### src/rtl/core/block_stream_field_parser_core_assert.svh
// Assertion macros used by the block stream field parser step logic.
`ifndef BLOCK_STREAM_FIELD_PARSER_CORE_ASSERT_SVH
`define BLOCK_STREAM_FIELD_PARSER_CORE_ASSERT_SVH

`ifndef SYNTHESIS
// Immediate-implication check, disabled while reset is asserted.
`define BSFP_ASSERT(lbl, clk, rstn, ante, cons) \
    lbl: assert property (@(posedge clk) disable iff (!rstn) (ante) |-> (cons)) \
        else $error("bsfp assertion failed");
// Next-cycle implication check, disabled while reset is asserted.
`define BSFP_ASSERT_NEXT(lbl, clk, rstn, ante, cons) \
    lbl: assert property (@(posedge clk) disable iff (!rstn) (ante) |=> (cons)) \
        else $error("bsfp assertion failed");
`else
`define BSFP_ASSERT(lbl, clk, rstn, ante, cons)
`define BSFP_ASSERT_NEXT(lbl, clk, rstn, ante, cons)
`endif

`endif

### src/rtl/core/bsfp_pkg.sv
// Types, constants and decode functions of the block stream field parser.
`timescale 1ns / 1ps
package bsfp_pkg;

    localparam int PHASE_W = 22;

    typedef enum logic [PHASE_W-1:0] {
        PH_MAGIC        = 22'h000001,
        PH_SIZE         = 22'h000002,
        PH_VERSION      = 22'h000004,
        PH_PREVHASH     = 22'h000008,
        PH_MERKLE       = 22'h000010,
        PH_TIME         = 22'h000020,
        PH_TARGET       = 22'h000040,
        PH_NONCE        = 22'h000080,
        PH_TXCOUNT      = 22'h000100,
        PH_TXVER        = 22'h000200,
        PH_INCOUNT      = 22'h000400,
        PH_INHASH       = 22'h000800,
        PH_ININDEX      = 22'h001000,
        PH_INSCRIPTLEN  = 22'h002000,
        PH_INSCRIPT     = 22'h004000,
        PH_INSEQ        = 22'h008000,
        PH_OUTCOUNT     = 22'h010000,
        PH_OUTVALUE     = 22'h020000,
        PH_OUTSCRIPTLEN = 22'h040000,
        PH_OUTSCRIPT    = 22'h080000,
        PH_LOCKTIME     = 22'h100000,
        PH_ERROR        = 22'h200000
    } t_phase;

    localparam logic [4:0] K_MAGIC        = 5'd0;
    localparam logic [4:0] K_SIZE         = 5'd1;
    localparam logic [4:0] K_VERSION      = 5'd2;
    localparam logic [4:0] K_PREVHASH     = 5'd3;
    localparam logic [4:0] K_MERKLE       = 5'd4;
    localparam logic [4:0] K_TIME         = 5'd5;
    localparam logic [4:0] K_TARGET       = 5'd6;
    localparam logic [4:0] K_NONCE        = 5'd7;
    localparam logic [4:0] K_TXCOUNT      = 5'd8;
    localparam logic [4:0] K_TXVER        = 5'd9;
    localparam logic [4:0] K_INCOUNT      = 5'd10;
    localparam logic [4:0] K_INHASH       = 5'd11;
    localparam logic [4:0] K_ININDEX      = 5'd12;
    localparam logic [4:0] K_INSCRIPTLEN  = 5'd13;
    localparam logic [4:0] K_INSCRIPT     = 5'd14;
    localparam logic [4:0] K_INSEQ        = 5'd15;
    localparam logic [4:0] K_OUTCOUNT     = 5'd16;
    localparam logic [4:0] K_OUTVALUE     = 5'd17;
    localparam logic [4:0] K_OUTSCRIPTLEN = 5'd18;
    localparam logic [4:0] K_OUTSCRIPT    = 5'd19;
    localparam logic [4:0] K_LOCKTIME     = 5'd20;
    localparam logic [4:0] K_ERROR        = 5'd21;

    // Variable-length integer prefixes and the byte counts they announce.
    localparam logic [7:0] VI_PFX_2 = 8'hfd;
    localparam logic [7:0] VI_PFX_4 = 8'hfe;
    localparam logic [3:0] VI_LEN_2 = 4'd2;
    localparam logic [3:0] VI_LEN_4 = 4'd4;
    localparam logic [3:0] VI_LEN_8 = 4'd8;

    typedef struct packed {
        logic [7:0]  byte_out;
        logic [4:0]  field_kind;
        logic [4:0]  byte_offset;
        logic        field_last;
        logic        value_valid;
        logic [63:0] varint_value;
        logic [31:0] tx_number;
        logic [31:0] item_number;
        logic        block_last;
    } t_result;

    function automatic logic [4:0] phase_kind(input t_phase ph);
        logic [4:0] k;
        unique case (ph)
            PH_MAGIC:        k = K_MAGIC;
            PH_SIZE:         k = K_SIZE;
            PH_VERSION:      k = K_VERSION;
            PH_PREVHASH:     k = K_PREVHASH;
            PH_MERKLE:       k = K_MERKLE;
            PH_TIME:         k = K_TIME;
            PH_TARGET:       k = K_TARGET;
            PH_NONCE:        k = K_NONCE;
            PH_TXCOUNT:      k = K_TXCOUNT;
            PH_TXVER:        k = K_TXVER;
            PH_INCOUNT:      k = K_INCOUNT;
            PH_INHASH:       k = K_INHASH;
            PH_ININDEX:      k = K_ININDEX;
            PH_INSCRIPTLEN:  k = K_INSCRIPTLEN;
            PH_INSCRIPT:     k = K_INSCRIPT;
            PH_INSEQ:        k = K_INSEQ;
            PH_OUTCOUNT:     k = K_OUTCOUNT;
            PH_OUTVALUE:     k = K_OUTVALUE;
            PH_OUTSCRIPTLEN: k = K_OUTSCRIPTLEN;
            PH_OUTSCRIPT:    k = K_OUTSCRIPT;
            PH_LOCKTIME:     k = K_LOCKTIME;
            default:         k = K_ERROR;
        endcase
        return k;
    endfunction

    // Byte length of the fixed-size fields; other phases never consult it.
    function automatic logic [5:0] fixed_len(input t_phase ph);
        logic [5:0] n;
        unique case (ph) inside
            PH_PREVHASH, PH_MERKLE, PH_INHASH: n = 6'd32;
            PH_OUTVALUE:                       n = 6'd8;
            default:                           n = 6'd4;
        endcase
        return n;
    endfunction

endpackage

### src/rtl/core/bsfp_step.sv
// Parser state registers and the per-byte field tagging logic.
`timescale 1ns / 1ps
`include "block_stream_field_parser_core_assert.svh"
module bsfp_step
    import bsfp_pkg::*;
#(
    parameter int COUNT_WIDTH = 32
) (
    input  logic       i_clk,
    input  logic       i_rst_n,
    input  logic       i_fire,
    input  logic [7:0] i_data_byte,
    output t_result    o_res
);

    localparam int CW    = COUNT_WIDTH;
    localparam int NUM_W = (COUNT_WIDTH < 32) ? COUNT_WIDTH : 32;

    t_phase          r_phase, n_phase;
    logic [5:0]      r_cnt, n_cnt;
    logic [3:0]      r_vlen, n_vlen;
    logic [63:0]     r_acc, n_acc;
    logic [CW-1:0]   r_tx_left, n_tx_left;
    logic [CW-1:0]   r_tx_idx, n_tx_idx;
    logic [CW-1:0]   r_in_left, n_in_left;
    logic [CW-1:0]   r_out_left, n_out_left;
    logic [CW-1:0]   r_entry, n_entry;
    logic [CW-1:0]   r_script_left, n_script_left;

    logic [CW-1:0]   tx_dec, in_dec, out_dec, script_dec, entry_inc;
    logic [5:0]      cnt_inc;
    logic [2:0]      sel;
    logic [63:0]     acc_sum, v;
    logic [CW-1:0]   vc;
    logic            done, over, do_enter;
    t_phase          enter_ph;
    t_result         res;

    assign tx_dec     = r_tx_left - 1'b1;
    assign in_dec     = r_in_left - 1'b1;
    assign out_dec    = r_out_left - 1'b1;
    assign script_dec = r_script_left - 1'b1;
    assign entry_inc  = r_entry + 1'b1;
    assign cnt_inc    = r_cnt + 6'd1;
    // Varint data bytes are numbered from one; byte k lands at bit 8*(k-1).
    assign sel        = r_cnt[2:0] - 3'd1;

    always_comb begin
        n_phase       = r_phase;
        n_cnt         = r_cnt;
        n_vlen        = r_vlen;
        n_acc         = r_acc;
        n_tx_left     = r_tx_left;
        n_tx_idx      = r_tx_idx;
        n_in_left     = r_in_left;
        n_out_left    = r_out_left;
        n_entry       = r_entry;
        n_script_left = r_script_left;
        do_enter      = 1'b0;
        enter_ph      = r_phase;
        done          = 1'b0;
        v             = '0;
        acc_sum       = r_acc;
        acc_sum[{sel, 3'b000} +: 8] = i_data_byte;
        res              = '0;
        res.byte_out     = i_data_byte;
        res.field_kind   = phase_kind(r_phase);
        res.byte_offset  = r_cnt[4:0];

        if (r_phase != PH_ERROR && r_phase != PH_MAGIC && r_phase != PH_SIZE &&
            r_phase != PH_VERSION && r_phase != PH_PREVHASH && r_phase != PH_MERKLE &&
            r_phase != PH_TIME && r_phase != PH_TARGET && r_phase != PH_NONCE &&
            r_phase != PH_TXCOUNT) begin
            res.tx_number = 32'(r_tx_idx[NUM_W-1:0]);
        end
        if (r_phase == PH_INHASH || r_phase == PH_ININDEX || r_phase == PH_INSCRIPTLEN ||
            r_phase == PH_INSCRIPT || r_phase == PH_INSEQ || r_phase == PH_OUTVALUE ||
            r_phase == PH_OUTSCRIPTLEN || r_phase == PH_OUTSCRIPT) begin
            res.item_number = 32'(r_entry[NUM_W-1:0]);
        end

        unique case (r_phase) inside
            PH_TXCOUNT, PH_INCOUNT, PH_INSCRIPTLEN, PH_OUTCOUNT, PH_OUTSCRIPTLEN: begin
                if (r_cnt == 6'd0) begin
                    if (i_data_byte < VI_PFX_2) begin
                        v    = {56'd0, i_data_byte};
                        done = 1'b1;
                    end else begin
                        n_vlen = (i_data_byte == VI_PFX_2) ? VI_LEN_2 :
                                 (i_data_byte == VI_PFX_4) ? VI_LEN_4 : VI_LEN_8;
                        n_acc  = '0;
                        n_cnt  = 6'd1;
                    end
                end else begin
                    n_acc = acc_sum;
                    if (r_cnt >= {2'b00, r_vlen}) begin
                        v    = acc_sum;
                        done = 1'b1;
                    end else begin
                        n_cnt = cnt_inc;
                    end
                end
            end
            PH_INSCRIPT, PH_OUTSCRIPT: begin
                n_cnt         = cnt_inc;
                n_script_left = script_dec;
                if (script_dec == '0) begin
                    res.field_last = 1'b1;
                    do_enter       = 1'b1;
                    if (r_phase == PH_INSCRIPT) begin
                        enter_ph = PH_INSEQ;
                    end else begin
                        n_out_left = out_dec;
                        n_entry    = entry_inc;
                        enter_ph   = (out_dec == '0) ? PH_LOCKTIME : PH_OUTVALUE;
                    end
                end
            end
            PH_MAGIC, PH_SIZE, PH_VERSION, PH_PREVHASH, PH_MERKLE, PH_TIME, PH_TARGET,
            PH_NONCE, PH_TXVER, PH_INHASH, PH_ININDEX, PH_INSEQ, PH_OUTVALUE,
            PH_LOCKTIME: begin
                n_cnt = cnt_inc;
                if (cnt_inc >= fixed_len(r_phase)) begin
                    res.field_last = 1'b1;
                    do_enter       = 1'b1;
                    if (r_phase == PH_INSEQ) begin
                        n_in_left = in_dec;
                        n_entry   = entry_inc;
                        enter_ph  = (in_dec == '0) ? PH_OUTCOUNT : PH_INHASH;
                    end else if (r_phase == PH_LOCKTIME) begin
                        n_tx_left = tx_dec;
                        n_tx_idx  = r_tx_idx + 1'b1;
                        if (tx_dec == '0) begin
                            enter_ph       = PH_MAGIC;
                            res.block_last = 1'b1;
                        end else begin
                            enter_ph = PH_TXVER;
                        end
                    end else begin
                        // The remaining fixed fields advance to the next code in order.
                        enter_ph = t_phase'(r_phase << 1);
                    end
                end
            end
            default: begin
                n_phase         = PH_ERROR;
                res             = '0;
                res.byte_out    = i_data_byte;
                res.field_kind  = K_ERROR;
            end
        endcase

        // A count too wide for the counters is still reported, then latches the error phase.
        over = (v >> COUNT_WIDTH) != 64'd0;
        vc   = v[CW-1:0];
        if (done) begin
            res.field_last   = 1'b1;
            res.value_valid  = 1'b1;
            res.varint_value = v;
            do_enter         = 1'b1;
            if (over) begin
                enter_ph = PH_ERROR;
            end else if (r_phase == PH_TXCOUNT) begin
                n_tx_left = vc;
                n_tx_idx  = '0;
                if (vc == '0) begin
                    enter_ph       = PH_MAGIC;
                    res.block_last = 1'b1;
                end else begin
                    enter_ph = PH_TXVER;
                end
            end else if (r_phase == PH_INCOUNT) begin
                n_in_left = vc;
                n_entry   = '0;
                enter_ph  = (vc == '0) ? PH_OUTCOUNT : PH_INHASH;
            end else if (r_phase == PH_OUTCOUNT) begin
                n_out_left = vc;
                n_entry    = '0;
                enter_ph   = (vc == '0) ? PH_LOCKTIME : PH_OUTVALUE;
            end else if (r_phase == PH_INSCRIPTLEN) begin
                n_script_left = vc;
                enter_ph      = (vc == '0) ? PH_INSEQ : PH_INSCRIPT;
            end else begin
                n_script_left = vc;
                if (vc == '0) begin
                    n_out_left = out_dec;
                    n_entry    = entry_inc;
                    enter_ph   = (out_dec == '0) ? PH_LOCKTIME : PH_OUTVALUE;
                end else begin
                    enter_ph = PH_OUTSCRIPT;
                end
            end
        end

        if (do_enter) begin
            n_phase = enter_ph;
            n_cnt   = 6'd0;
        end
    end

    assign o_res = res;

    always_ff @(posedge i_clk) begin
        if (!i_rst_n) begin
            r_phase       <= PH_MAGIC;
            r_cnt         <= 6'd0;
            r_tx_left     <= '0;
            r_tx_idx      <= '0;
            r_in_left     <= '0;
            r_out_left    <= '0;
            r_entry       <= '0;
            r_script_left <= '0;
        end else if (i_fire) begin
            r_phase       <= n_phase;
            r_cnt         <= n_cnt;
            r_tx_left     <= n_tx_left;
            r_tx_idx      <= n_tx_idx;
            r_in_left     <= n_in_left;
            r_out_left    <= n_out_left;
            r_entry       <= n_entry;
            r_script_left <= n_script_left;
        end
    end

    // The varint length and partial value are only meaningful inside a varint field.
    always_ff @(posedge i_clk) begin
        if (i_fire) begin
            r_vlen <= n_vlen;
            r_acc  <= n_acc;
        end
    end

    `BSFP_ASSERT_NEXT(a_error_sticky, i_clk, i_rst_n, r_phase == PH_ERROR, r_phase == PH_ERROR)
    `BSFP_ASSERT(a_value_ends_field, i_clk, i_rst_n, res.value_valid, res.field_last)
    `BSFP_ASSERT(a_block_end_place, i_clk, i_rst_n, res.block_last, res.field_last && (r_phase == PH_TXCOUNT || r_phase == PH_LOCKTIME))
    `BSFP_ASSERT(a_script_nonempty, i_clk, i_rst_n, r_phase == PH_INSCRIPT || r_phase == PH_OUTSCRIPT, r_script_left != '0)

endmodule

### src/rtl/core/bsfp_out_reg.sv
// Result register between the parser logic and the output channel.
`timescale 1ns / 1ps
module bsfp_out_reg
    import bsfp_pkg::*;
(
    input  logic    i_clk,
    input  logic    i_rst_n,
    input  logic    i_in_valid,
    input  t_result i_res,
    input  logic    i_out_stall,
    output logic    o_in_stall,
    output logic    o_fire,
    output logic    o_out_valid,
    output t_result o_res
);

    logic    r_valid;
    t_result r_res;

    // A held result that the consumer keeps stalling blocks the next transfer in.
    assign o_in_stall  = r_valid && i_out_stall;
    assign o_fire      = i_in_valid && !o_in_stall;
    assign o_out_valid = r_valid;
    assign o_res       = r_res;

    always_ff @(posedge i_clk) begin
        if (!i_rst_n) begin
            r_valid <= 1'b0;
        end else if (o_fire) begin
            r_valid <= 1'b1;
        end else if (!i_out_stall) begin
            r_valid <= 1'b0;
        end
    end

    always_ff @(posedge i_clk) begin
        if (o_fire) begin
            r_res <= i_res;
        end
    end

endmodule

### src/rtl/core/block_stream_field_parser_core.sv
// Top level of the serialized block stream field parser.
`timescale 1ns / 1ps
// Takes one byte of a serialized block per transfer and returns one tagged
// result per byte, in order: field kind, offset within the field, end-of-field
// and end-of-block flags, transaction and entry numbers, and the decoded
// variable-length integer on its final byte. One byte is taken every cycle
// unless a held result is stalled by the receiver; each result is registered
// and appears on the output in the cycle after its input transfer. Each byte
// makes a single parser state update, held in one set of registers. Counts
// and script lengths that do not fit in COUNT_WIDTH bits are reported and
// then every later byte is tagged as error until reset.
module block_stream_field_parser_core
    import bsfp_pkg::*;
#(
    parameter int COUNT_WIDTH = 32
) (
    input  logic        i_clk,
    input  logic        i_rst_n,
    input  logic        i_in_valid,
    output logic        o_in_stall,
    input  logic [7:0]  i_data_byte,
    output logic        o_out_valid,
    input  logic        i_out_stall,
    output logic [7:0]  o_byte_out,
    output logic [4:0]  o_field_kind,
    output logic [4:0]  o_byte_offset,
    output logic        o_field_last,
    output logic        o_value_valid,
    output logic [63:0] o_varint_value,
    output logic [31:0] o_tx_number,
    output logic [31:0] o_item_number,
    output logic        o_block_last
);

    logic    fire;
    t_result step_res;
    t_result out_res;

    bsfp_step #(
        .COUNT_WIDTH(COUNT_WIDTH)
    ) u_step (
        .i_clk       (i_clk),
        .i_rst_n     (i_rst_n),
        .i_fire      (fire),
        .i_data_byte (i_data_byte),
        .o_res       (step_res)
    );

    bsfp_out_reg u_out_reg (
        .i_clk       (i_clk),
        .i_rst_n     (i_rst_n),
        .i_in_valid  (i_in_valid),
        .i_res       (step_res),
        .i_out_stall (i_out_stall),
        .o_in_stall  (o_in_stall),
        .o_fire      (fire),
        .o_out_valid (o_out_valid),
        .o_res       (out_res)
    );

    assign o_byte_out     = out_res.byte_out;
    assign o_field_kind   = out_res.field_kind;
    assign o_byte_offset  = out_res.byte_offset;
    assign o_field_last   = out_res.field_last;
    assign o_value_valid  = out_res.value_valid;
    assign o_varint_value = out_res.varint_value;
    assign o_tx_number    = out_res.tx_number;
    assign o_item_number  = out_res.item_number;
    assign o_block_last   = out_res.block_last;

endmodule

### config.mk
export PLATFORM = sky130hd
export DESIGN_NAME = block_stream_field_parser_core
export DESIGN_NICKNAME = d
export VERILOG_FILES = /design/src/rtl/core/bsfp_pkg.sv /design/src/rtl/core/bsfp_step.sv /design/src/rtl/core/bsfp_out_reg.sv /design/src/rtl/core/block_stream_field_parser_core.sv
export VERILOG_INCLUDE_DIRS = /design/src /design/src/rtl/core
export SDC_FILE = /design/constraint.sdc
export NUM_CORES = 1
export LEC_CHECK = 0
export ABC_CLOCK_PERIOD_IN_PS = 10500
export BUFFER_PORTS_ARGS = -buffer_cell sky130_fd_sc_hd__buf_4
export CAP_MARGIN = 5
export CELL_PAD_IN_SITES_DETAIL_PLACEMENT = 0
export CELL_PAD_IN_SITES_GLOBAL_PLACEMENT = 1
export CORE_UTILIZATION = 51
export CTS_CLUSTER_DIAMETER = 120
export DETAILED_ROUTE_END_ITERATION = 8
export HOLD_SLACK_MARGIN = 0.03
export PLACE_DENSITY_LB_ADDON = 0.1
export SYNTH_ARGS = -nofsm -noshare
export SYNTH_HDL_FRONTEND = slang
export SYNTH_SLANG_ARGS = --single-unit
export TNS_END_PERCENT = 10
### constraint.sdc
create_clock -name i_clk -period 10.5 [get_ports i_clk]
set_input_delay 2.1 -clock i_clk [delete_from_list [all_inputs] [get_ports i_clk]]
set_output_delay 2.1 -clock i_clk [all_outputs]
set_load 0.1 [all_outputs]
==> results of run 1 <==
-- cells in the mapped netlist, drive strengths merged (48+ instances only) --
cell type | n | area share [%]
mux2i | 59 | 2.4
and3 | 48 | 1.2
xnor2 | 71 | 2.5
inv | 77 | 1.2
nand2 | 226 | 3.5
clkbuf | 178 | 2.7
a21oi | 196 | 4.1
o21ai | 207 | 4.2
nand3 | 86 | 1.8
nor2 | 315 | 4.8
nor4 | 67 | 1.8
nor3 | 135 | 2.8
edfxtp | 216 | 26
dfxtp | 221 | 18
and2 | 62 | 1.6
-- power by group through the flow --
stage | sequential (mW) | combinational (mW) | clock, mW
after CTS | 1.96 | 1.78 | 1.80
after global routing | 1.97 | 1.94 | 1.86
after detailed placement | 2.00 | 1.78 | 0
after floorplan | 2.21 | 1.10 | 0
final | 1.96 | 1.81 | 1.77
after global placement | 1.99 | 1.76 | 0
-- per-stage QoR --
| stage | instance area (um2) | hold slack (ns) |
|---|---|---|
| 2_1_floorplan | 24600 | 0.436 |
| 3_3_place_gp | 26100 | 0.452 |
| 3_5_place_dp | 26100 | 0.459 |
| 4_1_cts | 27800 | 0.474 |
| 5_1_grt | 27800 | 0.493 |
| 6_report | 27800 | 0.471 |
-- cell type report --
class	count	area (um2)
timing repair buffer	204	1540
clock inverter	29	308
inverter	77	299
tap	615	769
fill	4255	19900
clock buffer	62	1350
sequential	437	10900
multi-input combinational	2104	12600
-- sequential cells by signal, indices dropped and copies added, names as in the netlist, 6 cells and up --
name / flops
u_step.r_script_left: 32
u_step.r_tx_idx: 32
u_step.r_tx_left: 32
u_step.r_out_left: 32
u_step.r_phase: 22
u_step.r_in_left: 32
u_step.r_cnt: 6
u_step.r_entry: 32
u_out_reg.o_res: 149
u_step.r_acc: 64
-- logic make-up after synthesis --
group | after synthesis | share of synthesized area, %
multiplexers | 62 | 2.54
adder cells (fa/ha/maj) | 24 | 1.22
AO/OA/AOI/OAI | 706 | 18.1
buffers and inverters | 289 | 4.61
AND/OR/NAND/NOR | 1194 | 24.9
flip-flops | 437 | 44.4
XOR/XNOR | 118 | 4.24
-- worst max-delay path: stages (launching register included) --
cell and delay (ns):
dfxtp_1 0.66, inv_1 0.26, ha_1 0.32, xor2_2 0.29
inv_4 0.12, ha_1 0.49, nor2b_1 0.08, o21ai_0 0.10
buf_4 0.24, mux2i_1 0.31, nand4b_1 0.19, o211ai_1 0.65
a21boi_0 0.28, buf_4 0.22, and3_1 0.67, nand2_1 0.36
nand2_1 0.91, nor2_1 0.13
-- routing by layer --
| metal | part of all wire, % | vias to the layer above | track usage [%] | wire [um] |
|---|---|---|---|---|
| li1 | - | 10500 | - | - |
| met1 | 42 | 11000 | 43.3 | 34400 |
| met2 | 46 | 980 | 51.7 | 37500 |
| met3 | 7.6 | 173 | 5.30 | 6200 |
| met4 | 4.0 | 2 | 13.0 | 3230 |
| met5 | 0.011 | - | 0 | 9 |
-- worst max path at each step --
stage,startpoint,end,slack (ns),cells past startpoint
after floorplan,i_out_stall,u_out_reg.o_res[0],2.70,6
after global placement,i_data_byte[5],u_step.r_tx_idx[20],4.34,12
after detailed placement,u_step.r_cnt[0],u_step.r_tx_idx[9],4.20,17
after CTS,u_step.r_cnt[0],u_step.r_tx_idx[19],4.19,17
after global routing,u_step.r_cnt[0],u_step.r_tx_idx[4],3.56,17
final,u_step.r_cnt[0],u_step.r_tx_idx[19],4.05,17
==> summary.md, run 1 <==
| Metric | Value |
|---|---|
| # H-tree levels | `2` |
| Total grt overflow | `0` |
| First DRT Iteration DRCs | `about 2.5k` |
| Most frequent cells in the layout | `nor2_1 (313), nand2_1 (224), dfxtp_1 (221)` |
| Post-CTS setup buffers | `0` |
| Crit path capture type | `flip-flop` |
| Pins over their slew limit | `0` |
| Fmax | `approximately 0.16 GHz` |
| Endpoints failing setup | `0` |
| R2r endpoint | `u_step.r_tx_idx[19]` |
| Total track usage | `32.2%` |
| Port bufs | `~160` |
| Unique cell type count in the Yosys netlist | `96` |
| Largest net degree at the start of global routing | `between 150 and 200` |
| Hold Path Stages | `2` |
| DRC | `0` |
| Reg power frac | `a little over a third` |
| Gp weighted congestion | `0.946` |
| CP startpoint kind | `flip-flop` |
| Setup TNS Final | `0 ns` |
| DIE AREA | `0.0490 mm2` |
| Post-DR wirelength/cell | `approximately 23 um` |
| Slew @ Worst Pin | `about 1.3 ns` |
| Detail Placement HPWL | `about 56 mm` |
| Sequential share of the synthesized area | `between 40 and 50%` |
| Number of synthesized flops with an enable pin | `216` |
| Hold path endpoint | `u_step.r_script_left[30]` |
| Worst path arrival time | `between 6 and 7 ns` |
| Worst Hold Class | `reg -> reg` |
| CTS tree | `done` |
| Mapped cell area | `0.0246 mm2` |
| Number of global-route vias before repair | `between 20k and 25k` |
| Syn nets | `about 2.9k` |
| Ys flop type | `dfxtp_1` |
| Dpl ws | `between 4 and 5 ns` |
| Vias per cell | `between 6 and 7` |
| Total CTS buffers | `between 40 and 50` |
| Ports | `between 150 and 200` |
| Most common cell after layout, fill and taps aside | `nor2_1` |
| Root Buffer | `clkbuf_16` |
| Mapped Avg Cell Area | `between 8 and 9 um2` |
| Power density cells | `between 150 and 200 mW/mm2` |
| FF-to-FF Start | `u_step.r_cnt[0]` |
| Max FO, Critical Path | `32` |
| # nets final | `2909` |
| Core Footprint | `about 0.048 mm2` |
| Logic pwr share | `around a third` |
| CTS max path bufs | `3` |
| Resize count post-CTS | `0` |
| Router iterations before antenna repair | `6` |
| # rows | `80` |
| FF-to-FF path depth | `17` |
| Ys async rst share | `0%` |
| Worst-Skew Late Latency | `around 0.60 ns` |
| Ratio of final minimum period to clock period | `~61%` |
| VDD IR max | `about 0.11 mV` |
| Via Count | `around 23k` |
| Fraction of layout cells with a size suffix above 1 | `roughly an eighth` |
| Finished Layout Cells | `between 3k and 4k` |
| Max-slew headroom | `between 10 and 15%` |
| Die Ht | `between 200 and 250 um` |
| Chip width | `221 um` |
| NetSw | `about 2.1 mW` |
| Final WS setup | `4.05 ns` |
| Starting Density | `between 50% and 60%` |
| ANT cells | `0` |
| Clk pwr share | `about a third` |
| Critical path required time | `10.93 ns` |
| Leakage power | `between 10 and 15 nW` |
| Hold buffers post-CTS | `0` |
| Min-delay src | `u_step.r_script_left[30]` |
| Synth Instances | `between 2k and 3k` |
| Tot Pwr | `5.54 mW` |
| Post-route minimum period | `between 6 and 7 ns` |
| RSZ-0062 raised after global routing | `false` |
| Setup CP Type | `reg -> reg` |
| Hold Fails Final Rpt | `0` |
| Final Util | `roughly three fifths` |
| Outcome | `finished clean` |
| Syn. warnings | `0` |
| Pint | `approximately 3.4 mW` |
| Worst R2R Setup Slack | `between 4 and 5 ns` |
| Antenna violations before repair | `1` |
| Drt total wl | `81.4 mm` |
| Max_cap viols | `0` |
| Final ANT Viol Nets | `0` |
| Global-route wire length before repair | `124 mm` |
| Clock Sinks | `around 440` |
| Clock skew | `approximately 0.025 ns` |
| DP Cell Count | `3437` |
| Clock slew at reported path FFs | `approximately 0.07 ns` |
| FF+latch count, synth | `approximately 440` |
| Sw frac | `between 30% and 40%` |
| Layout area overhead | `13.0%` |
Note: power is estimated with default switching activity, not from simulation.
==> run 2, diff against run 1 <==
--- a/config.mk
+++ b/config.mk
@@ -6,12 +6,12 @@
 export SDC_FILE = /design/constraint.sdc
 export NUM_CORES = 1
 export LEC_CHECK = 0
-export ABC_CLOCK_PERIOD_IN_PS = 10500
+export ABC_CLOCK_PERIOD_IN_PS = 5600
 export BUFFER_PORTS_ARGS = -buffer_cell sky130_fd_sc_hd__buf_4
 export CAP_MARGIN = 5
 export CELL_PAD_IN_SITES_DETAIL_PLACEMENT = 0
 export CELL_PAD_IN_SITES_GLOBAL_PLACEMENT = 1
-export CORE_UTILIZATION = 51
+export CORE_UTILIZATION = 43
 export CTS_CLUSTER_DIAMETER = 120
 export DETAILED_ROUTE_END_ITERATION = 8
 export HOLD_SLACK_MARGIN = 0.03
==> constraint.sdc (replaced) <==
create_clock -name i_clk -period 5.6 [get_ports i_clk]
set_input_delay 1.12 -clock i_clk [delete_from_list [all_inputs] [get_ports i_clk]]
set_output_delay 1.12 -clock i_clk [all_outputs]
set_load 0.1 [all_outputs]
==> run 2 against run 1 <==
Sequential power increased by 87%. Non-clock buffer count increased by 31. Clock skew about the same. Critical endpoint is now u_step.r_entry[26]. Largest cell class unchanged. Utilization decreased by 8.4 points. Final area increased by 1.3%. Maximum frequency increased by 23%. Via count decreased by 0.59%.
==> summary.md, run 2 (synthesis gave the netlist of run 1 again) <==
| Metric | Value |
|---|---|
| Max-slew headroom | `16.9%` |
| DIE AREA | `0.0581 mm2` |
| Cell breakdown of the critical path | `inv_1, ha_1, xor2_2, inv_4, ha_1, nor2b_1, o21ai_0, buf_4, mux2i_1, nor4_1, and4_1, a31oi_1, o211ai_2, buf_4, nand2_2, or4_1, a31oi_1` |
| Dpl ws | `~0.36 ns` |
| Post-route minimum period | `5.24 ns` |
| Filler instances | `between 5k and 6k` |
| Post-CTS setup buffers | `0` |
| Most frequent cells in the layout | `nor2_1 (313), buf_4 (234), nand2_1 (223)` |
| Tot Pwr | `roughly 10 mW` |
| Fmax | `0.191 GHz` |
| Met3 usage | `approximately 4.2%` |
| Largest register FFs | `about 150` |
| Setup CP Type | `reg -> reg` |
| Total track usage | `approximately 29%` |
| Ports | `around 160` |
| Power density cells | `approximately 370 mW/mm2` |
| # rows | `87` |
| Top Family by Delay on Critical Path | `simple AND/OR/NAND/NOR gates` |
| Worst Hold Class | `reg -> reg` |
| Layout area overhead | `14.5%` |
| ANT cells | `0` |
| Ratio of final minimum period to clock period | `between 90 and 100%` |
| # H-tree levels | `2` |
| Pint | `~6.4 mW` |
| Most common cell after layout, fill and taps aside | `nor2_1` |
| Post-DR wirelength/cell | `around 23 um` |
| Max FO, Critical Path | `25` |
| Largest net degree at the start of global routing | `~180` |
| Global-route wire length before repair | `roughly 130 mm` |
| Sw frac | `38.5%` |
| Worst path arrival time | `between 5 and 6 ns` |
| DRC | `0` |
| Clock slew at reported path FFs | `~0.07 ns` |
| Worst-Skew Late Latency | `between 0.6 and 0.7 ns` |
| Leakage power | `approximately 10 nW` |
| Detail Placement HPWL | `just under 60 mm` |
| Setup TNS Final | `0 ns` |
| Pins over their slew limit | `0` |
| Final WS setup | `about 0.36 ns` |
| Router iterations before antenna repair | `6` |
| Slowest stage delay, CP | `0.58 ns` |
| First DRT Iteration DRCs | `1905` |
| Slew @ Worst Pin | `approximately 1.2 ns` |
| Endpoints failing setup | `0` |
| Total grt overflow | `0` |
| CTS tree | `done` |
| Outcome | `finished clean` |
| CTS max path bufs | `3` |
| Die Ht | `241 um` |
| Hold Fails Final Rpt | `0` |
| Starting Density | `between 40% and 50%` |
| VDD IR max | `roughly 0.26 mV` |
| Reg power frac | `between 30% and 40%` |
| Max_cap viols | `0` |
| Bufs and invs on worst path | `4` |
| Clock skew | `roughly 0.025 ns` |
| # nets final | `just under 3k` |
| Vias per cell | `between 6 and 7` |
| Total CTS buffers | `50` |
| FF-to-FF Start | `u_step.r_cnt[1]` |
| Launch point of the worst path | `u_step.r_cnt[1]` |
| CP max-delay cell | `or4_1` |
| Grt met1 use | `39.3%` |
| Chip width | `241 um` |
| Final ANT Viol Nets | `0` |
| NetSw | `approximately 4.0 mW` |
| CP startpoint kind | `flip-flop` |
| Drt total wl | `84.5 mm` |
| Antenna violations before repair | `1` |
| Critical path required time | `6.12 ns` |
| Fraction of layout cells with a size suffix above 1 | `around an eighth` |
| GRT busiest layer | `met2` |
| Gp weighted congestion | `around 0.91` |
| Core Footprint | `0.0564 mm2` |
| Min-delay src | `u_step.r_entry[31]` |
| M2 GR Usage | `between 40% and 50%` |
| RSZ-0062 raised after global routing | `false` |
| Clk pwr share | `between 30% and 40%` |
| Via Count | `about 23k` |
| Clock Sinks | `437` |
| Root Buffer | `clkbuf_16` |
| Logic pwr share | `33.3%` |
| Number of global-route vias before repair | `roughly 21k` |
| Port bufs | `roughly 160` |
| Crit path capture type | `flip-flop` |
-- run 2: worst paths after layout --
path | cells after the start | slack, ns | endpoint
max | 17 | 0.36 | u_step.r_entry[26]
min | 1 | 0.48 | u_step.r_entry[31]
max reg2reg | 17 | 0.36 | u_step.r_entry[26]
min reg2reg | 1 | 0.48 | u_step.r_entry[31]
-- run 2: worst register-to-register path: stages (launching register included) --
cell	delay, ns
dfxtp_1	0.42
inv_1	0.14
ha_1	0.24
xor2_2	0.28
inv_4	0.12
ha_1	0.43
nor2b_1	0.14
o21ai_0	0.37
buf_4	0.33
mux2i_1	0.15
nor4_1	0.39
and4_1	0.50
a31oi_1	0.21
o211ai_2	0.19
buf_4	0.17
nand2_2	0.31
or4_1	0.59
a31oi_1	0.16
-- run 2: stage by stage --
step	hold WS, ns	instance area (um2)	utilization [%]	instances
2_1_floorplan	0.436	24600	-	2830
3_3_place_gp	0.454	26500	47.0	3609
3_5_place_dp	0.468	26500	47.0	3609
4_1_cts	0.478	28100	49.8	3703
5_1_grt	0.496	28100	49.9	3703
6_report	0.479	28100	49.9	3703
-- run 2: power by group through the flow --
stage                     Clock (mW)  Sequential, mW  Combinational [mW]
final                           3.24            3.67                3.45
after global routing            3.43            3.68                3.73
after CTS                       3.30            3.66                3.41
after detailed placement           0            3.73                3.40
after global placement             0            3.73                3.38
after floorplan                    0            4.15                2.06
-- run 2: repair_timing --
action	CTS	global route
resized for setup	0	3
hold buffers	0	0
setup endpoints to repair	0	6
hold endpoints to repair	0	0
-- run 2: routing by layer --
| metal | vias up | wire (um) |
|---|---|---|
| met5 | - | 0 |
| met4 | 0 | 2740 |
| met3 | 151 | 5660 |
| met2 | 838 | 38800 |
| met1 | 11000 | 37300 |
| li1 | 10500 | - |
-- run 2: final cells by class --
type,count,area [um2],area share (%)
flip-flops and latches,437,10900,38.8
well taps,756,946,3.36
clock inverters,25,220,0.783
repair buffers,235,1780,6.32
clock buffers,69,1370,4.88
inverters,77,299,1.06
multi-input cells,2104,12600,44.8
